### src/sv/apra_pkg.sv
// Shared types and constants for the aligned page-run allocator.
package apra_pkg;

	localparam int unsigned WORD_BITS = 64;
	localparam int unsigned WORD_SH   = 6;

	localparam logic [1:0] ST_OK      = 2'd0;
	localparam logic [1:0] ST_BAD     = 2'd1;
	localparam logic [1:0] ST_NOSPACE = 2'd2;

	localparam logic CMD_RESERVE = 1'b0;
	localparam logic CMD_RELEASE = 1'b1;

	typedef enum logic [7:0] {
		S_CLEAR = 8'b0000_0001,
		S_IDLE  = 8'b0000_0010,
		S_CHECK = 8'b0000_0100,
		S_SRD   = 8'b0000_1000,
		S_SEV   = 8'b0001_0000,
		S_MRD   = 8'b0010_0000,
		S_MWR   = 8'b0100_0000,
		S_RESP  = 8'b1000_0000
	} apra_state_t;

	typedef struct packed {
		logic load;
		logic setup;
		logic eval;
		logic write;
		logic clear;
	} apra_cmd_t;

	typedef struct packed {
		logic bad;
		logic release_op;
		logic hit;
		logic beyond;
		logic run_done;
		logic clear_done;
	} apra_stat_t;

endpackage

### src/sv/apra_ctrl.sv
// Controller state machine for the aligned page-run allocator.
module apra_ctrl import apra_pkg::*; (
	input  logic       clk,
	input  logic       arst_n,
	input  logic       in_valid,
	output logic       in_ready,
	output logic       out_valid,
	input  logic       out_ready,
	input  apra_stat_t stat,
	output apra_cmd_t  cmd
);

	apra_state_t state_q, state_d;

	always_comb begin
		state_d   = state_q;
		cmd       = '0;
		unique case (state_q)
			S_CLEAR: begin
				cmd.clear = 1'b1;
				if (stat.clear_done) state_d = S_IDLE;
			end
			S_IDLE: begin
				if (in_valid) begin
					cmd.load = 1'b1;
					state_d  = S_CHECK;
				end
			end
			S_CHECK: begin
				cmd.setup = 1'b1;
				if (stat.bad) state_d = S_RESP;
				else if (stat.release_op) state_d = S_MRD;
				else state_d = S_SRD;
			end
			S_SRD: state_d = S_SEV;
			S_SEV: begin
				cmd.eval = 1'b1;
				if (stat.hit) state_d = stat.beyond ? S_RESP : S_SRD;
				else state_d = stat.run_done ? S_MRD : S_SRD;
			end
			S_MRD: state_d = S_MWR;
			S_MWR: begin
				cmd.write = 1'b1;
				state_d   = stat.run_done ? S_RESP : S_MRD;
			end
			S_RESP: begin
				if (out_ready) state_d = S_IDLE;
			end
			default: state_d = S_IDLE;
		endcase
	end

	assign in_ready  = (state_q == S_IDLE);
	assign out_valid = (state_q == S_RESP);

	always_ff @(posedge clk or negedge arst_n) begin
		if (!arst_n) state_q <= S_CLEAR;
		else state_q <= state_d;
	end

endmodule

### config.mk
export PLATFORM = sky130hd
export DESIGN_NAME = apra_ctrl
export DESIGN_NICKNAME = d
export VERILOG_FILES = /design/src/sv/apra_pkg.sv /design/src/sv/apra_ctrl.sv
export SDC_FILE = /design/constraint.sdc
export NUM_CORES = 1
export LEC_CHECK = 0
export ABC_AREA = 1
export CORE_MARGIN = 2
export CORE_UTILIZATION = 40
export CTS_BUF_LIST = sky130_fd_sc_hd__clkbuf_8 sky130_fd_sc_hd__clkbuf_16
export CTS_CLUSTER_SIZE = 14
export DETAILED_ROUTE_END_ITERATION = 12
export DONT_BUFFER_PORTS = 1
export PLACE_DENSITY = 0.55
export SLEW_MARGIN = 20
export SYNTH_ARGS = -nofsm -noshare
export SYNTH_HDL_FRONTEND = slang
export SYNTH_SLANG_ARGS = --single-unit
### constraint.sdc
create_clock -name clk -period 1.4 [get_ports clk]
set_input_delay 0.14 -clock clk [delete_from_list [all_inputs] [get_ports clk]]
set_output_delay 0.14 -clock clk [all_outputs]
set_load 0.1 [all_outputs]
---- Yosys cells after proc, flatten, opt, wreduce, memory -nomap -nowiden ----
Cells that the tools add are included.
cells by class
  equal/unequal tests ..................... 11
  reduce and logical (&&, ||, !) cells .... 1
  multiplexer cells ....................... 16
operators by type and width
  cell                  number
  $pmux W8 S8           1
  $mux W8               7
  $mux W6               2
  $eq A8 B1 Y1 const B  1
  $eq A8 B2 Y1 const B  1
  $eq A8 B3 Y1 const B  1
  $eq A8 B4 Y1 const B  1
  $eq A8 B5 Y1 const B  1
  $eq A8 B6 Y1 const B  1
  $eq A8 B7 Y1 const B  1
  $eq A8 B8 Y1 const B  1
  $mux W1               6
  $ne A2 B2 Y1 const B  2
  $reduce_and A3 Y1     1
  $ne A2 B1 Y1 const B  1
storage, ports and cells
  word-level logic and storage cells ...... 29
  output and inout bits ................... 7
  input bits .............................. 10
  flip-flop bits (word level) ............. 8

---- Depth between registers and ports, before layout ----
  depth after elaboration ................. 3
  gate-level depth with buffers ........... 8
  depth with buffers taken out ............ 8

---- Least setup slack after synthesis ----
OpenSTA, ideal clock, no wires.
  path type ............................... register to output
  start point ............................. reg state_q[2]
  end point ............................... out out_valid
  data arrival time ....................... 2,700 ps
  data required time ...................... 1,260 ps
  stages on the path, launching flop included .. 4
  setup slack ............................. -1,440 ps
  path buffers ............................ 0
  cells stage by stage .................... dfrtp_1 > nor2_2 > nand2_4 > nor3_1
between the ends
  word-level cells in the longest chain between the ends .. 1
ends and longest elaborated chain
  what                    line             text
  start, declared         apra_ctrl.sv:13  apra_state_t state_q, state_d;
  start signal, assigned  apra_ctrl.sv:58  else state_q <= state_d;
  $eq A8 B8 Y1            apra_ctrl.sv:54  assign out_valid = (state_q == S_RESP);
  end, declared           apra_ctrl.sv:7   output logic out_valid,
Every way passes these cells.

---- Final worst setup path ----
Ends and elaborated chain as after synthesis.

==> impl_metrics.env <==
export IMPL_endpoint_kind="primary output"
export IMPL_final_nets=111
export IMPL_synth_compound_area_share_pct=5.02
export IMPL_cts_sinks=8
export IMPL_synth_cells=78
export IMPL_core_area_sq_um=1320
export IMPL_largest_register_ffs=8
export IMPL_syn_nets=88
export IMPL_maxSlewViolCount=0
export IMPL_fp_dieArea_sq_um=1750
export IMPL_drt_total_wl_microns=1370
export IMPL_syn_area_sq_um=573
export IMPL_num_vias=552
export IMPL_avgViaCountPerCell=4.80
export IMPL_cp_start_kind="register"
export IMPL_crit_path_cell_trace="nor2_2, buf_6, nand2_8, nor3_4, buf_12"
export IMPL_initial_utilization_pct=43.5
export IMPL_synth_simple_gate_area_share_pct=49.3
export IMPL_area_growth_pct=64.6
export IMPL_core_rowCount=13
export IMPL_drcViolationCount=0
export IMPL_track_usage_pct=15.9
export IMPL_top_regs="state_q (8)"
export IMPL_clockRootBuffer="clkbuf_8"
export IMPL_num_antenna_cells=0
export IMPL_power_density_nw_per_um2=2030
export IMPL_clock_latency_ps=230
export IMPL_yosys_warnings=0
export IMPL_ctsHtreeMaxLevel=1
export IMPL_dieWidth_microns=41.9
export IMPL_fin_crit_sh_pct=109
export IMPL_grt_max_degree=9
export IMPL_worst_slack_ps=-119
export IMPL_relSlewSlack_pct=77.2
export IMPL_pwr_share_comb_pct=68.6
export IMPL_grt_overflow_total=0
export IMPL_switching_power_w=0.000949
export IMPL_clkTransAtPathRegs_ps=40
export IMPL_gp_congestion=0.691
export IMPL_crit_fanout=5
export IMPL_grt_pass1_vias=536
export IMPL_clkPwrFrac_pct=14.5
export IMPL_die_h_microns=41.9
export IMPL_setup_viol=7
export IMPL_drt_iter0_markers=7
export IMPL_critPathMaxStageDelay_ps=410
export IMPL_worst_ep_required_time_ps=1260
export IMPL_design_area_sq_um=943
export IMPL_finalCriticalPeriod_ps=1520
export IMPL_finalHoldViolations=0
export IMPL_clockBufferDepth=2
export IMPL_synthAdderAreaFrac_pct=0
export IMPL_synth_xor_area_share_pct=0
export IMPL_synth_top_family_by_area="simple AND/OR/NAND/NOR gates"
export IMPL_routedWlPerCell_microns=11.9
export IMPL_crit_slowest_cell="dfrtp_1"
export IMPL_min_path_type="input port to register"
export IMPL_violations="setup timing"
export IMPL_portBuffers=0
export IMPL_final_antenna_net_count=0
export IMPL_placed_cell_area_sq_um=749
export IMPL_drv_cap=0
export IMPL_pwr_share_seq_pct=16.9
export IMPL_drtPass1Iterations=4
export IMPL_tightest_slew_ps=341
export IMPL_nFillCells=101
export IMPL_regMostFlops="state_q"
export IMPL_p_int_w=0.000969
export IMPL_p_sw_share_pct=49.5
export IMPL_drive_above_1_share_pct=50.0
export IMPL_yosysSeqAreaShare_pct=35.2
export IMPL_synth_cell_types=17
export IMPL_boundaryPins=17
export IMPL_power_leakage_nw=0.437
export IMPL_synth_seq_cells=8
export IMPL_dp_final_hpwl_microns=914
export IMPL_ir_drop_mv=1.89
export IMPL_fin_skew_ps=4.93
export IMPL_antenna_found_initial=0
export IMPL_numCtsBuffers=3
export IMPL_place_ws_ps=110
export IMPL_outcome="finished with violations"
export IMPL_syn_avg_cell_area_sq_um=7.35
export IMPL_grt_pass1_wl_microns=2110
export IMPL_grt_setup_unrepaired="yes"
export IMPL_arrival_ps=1380
export IMPL_cts_tree="yes"
export IMPL_crit_type="register to primary output"
export IMPL_timing_fmax_ghz=0.658
export IMPL_synth_area_mux_share_pct=0
-- cells by family (layout without fill, tap and decap cells) --
logic type | Yosys count | after routing
simple gates | 51 | 51
buf+inv | 16 | 38
flops | 8 | 8
compound gates | 3 | 3
-- power by group through the flow --
stage | Combinational, W | Sequential [W] | Clock (W)
2_1_floorplan | 0.000794 | 0.000321 | 0
3_3_place_gp | 0.000999 | 0.000327 | 0
3_5_place_dp | 0.000999 | 0.000326 | 0
4_1_cts | 0.00125 | 0.000323 | 0.000281
5_1_grt | 0.00139 | 0.000331 | 0.000296
6_report | 0.00132 | 0.000325 | 0.000277
-- final timing paths --
check	startpoint	to	slack, ps	cells after the start
min in group asynchronous	arst_n	state_q[6]$_DFFE_PN0P_	250	1
max in group asynchronous	arst_n	state_q[0]$_DFFE_PN1P_	850	1
max reg2reg	state_q[0]$_DFFE_PN1P_	state_q[1]$_DFFE_PN0P_	30	8
min	stat[4]	state_q[3]$_DFFE_PN0P_	10	1
min reg2reg	state_q[1]$_DFFE_PN0P_	state_q[4]$_DFFE_PN0P_	610	3
max	state_q[2]$_DFFE_PN0P_	out_valid	-120	5
-- synthesized netlist by cell type (all sizes together) --
master,number,area [sq um]
dfrtp,7,175
inv,16,60.1
nand3,6,35.0
o31ai,1,12.5
o21bai,1,11.3
nand4,1,6.26
nor2,23,139
nand2,18,82.6
dfstp,1,26.3
nand3b,2,15.0
a21oi,1,5.00
nor3,1,5.00
-- layer usage --
| layer | up-vias | part of all wire [%] | track usage, % |
|---|---|---|---|
| li1 | 278 | - | - |
| met1 | 260 | 42 | 19.8 |
| met2 | 12 | 54 | 25.6 |
| met3 | 2 | 2.6 | 0.870 |
| met4 | 0 | 1.4 | 11.6 |
| met5 | - | 0 | 0 |
-- critical path, delay by kind of cell (launching register included) --
| kind | cells | cell delay, ps |
|---|---|---|
| buf+inv | 2 | 340 |
| flops | 1 | 410 |
| simple gates | 3 | 410 |
-- layout make-up --
class	count	area, sq um	area share, %
Clock inverter	1	3.75	0.398
Multi-Input combinational cell	54	374	39.7
Tap cell	15	18.8	1.99
Sequential cell	8	201	21.4
Inverter	16	63.8	6.76
Timing Repair Buffer	18	240	25.5
Clock buffer	3	41.3	4.38
-- per-stage QoR --
step	std cells	hold slack (ps)	total power [W]	TNS, ps	utilization, %
final	115	11.5	0.00192	-500	71.6
after global routing	115	7.38	0.00202	-1000	71.6
after CTS	113	10.1	0.00186	-380	67.9
after detailed placement	101	-155	0.00132	0	56.9
after global placement	101	-155	0.00133	0	56.9
after floorplan	78	-156	0.00112	-1920	-
-- cell usage in the layout (no fill, tap or decap) --
cell type,instances
nand3_2,2
inv_1,13
buf_12,7
nor2_2,4
dlygate4sd3_1,1
o21bai_2,1
buf_6,4
nand2_4,1
dfrtp_1,7
nor2_4,9
nand2_2,5
nand2_1,11
a21oi_1,1
clkbuf_8,3
inv_2,3
dfstp_2,1
nor3_4,1
clkinvlp_4,1
nand2_8,1
nand4_1,1
buf_4,6
nand3_1,4
o31ai_2,1
nor2_1,10
nand3b_1,2
-- timing repair --
item,4_1_cts,5_1_grt
pin swaps,11,5
resized for setup,8,11
endpoints found under the hold margin,8,0
buffers inserted,7,2
hold buffers,1,0
setup endpoints to repair,7,9
(Power assumes the default switching activity.)
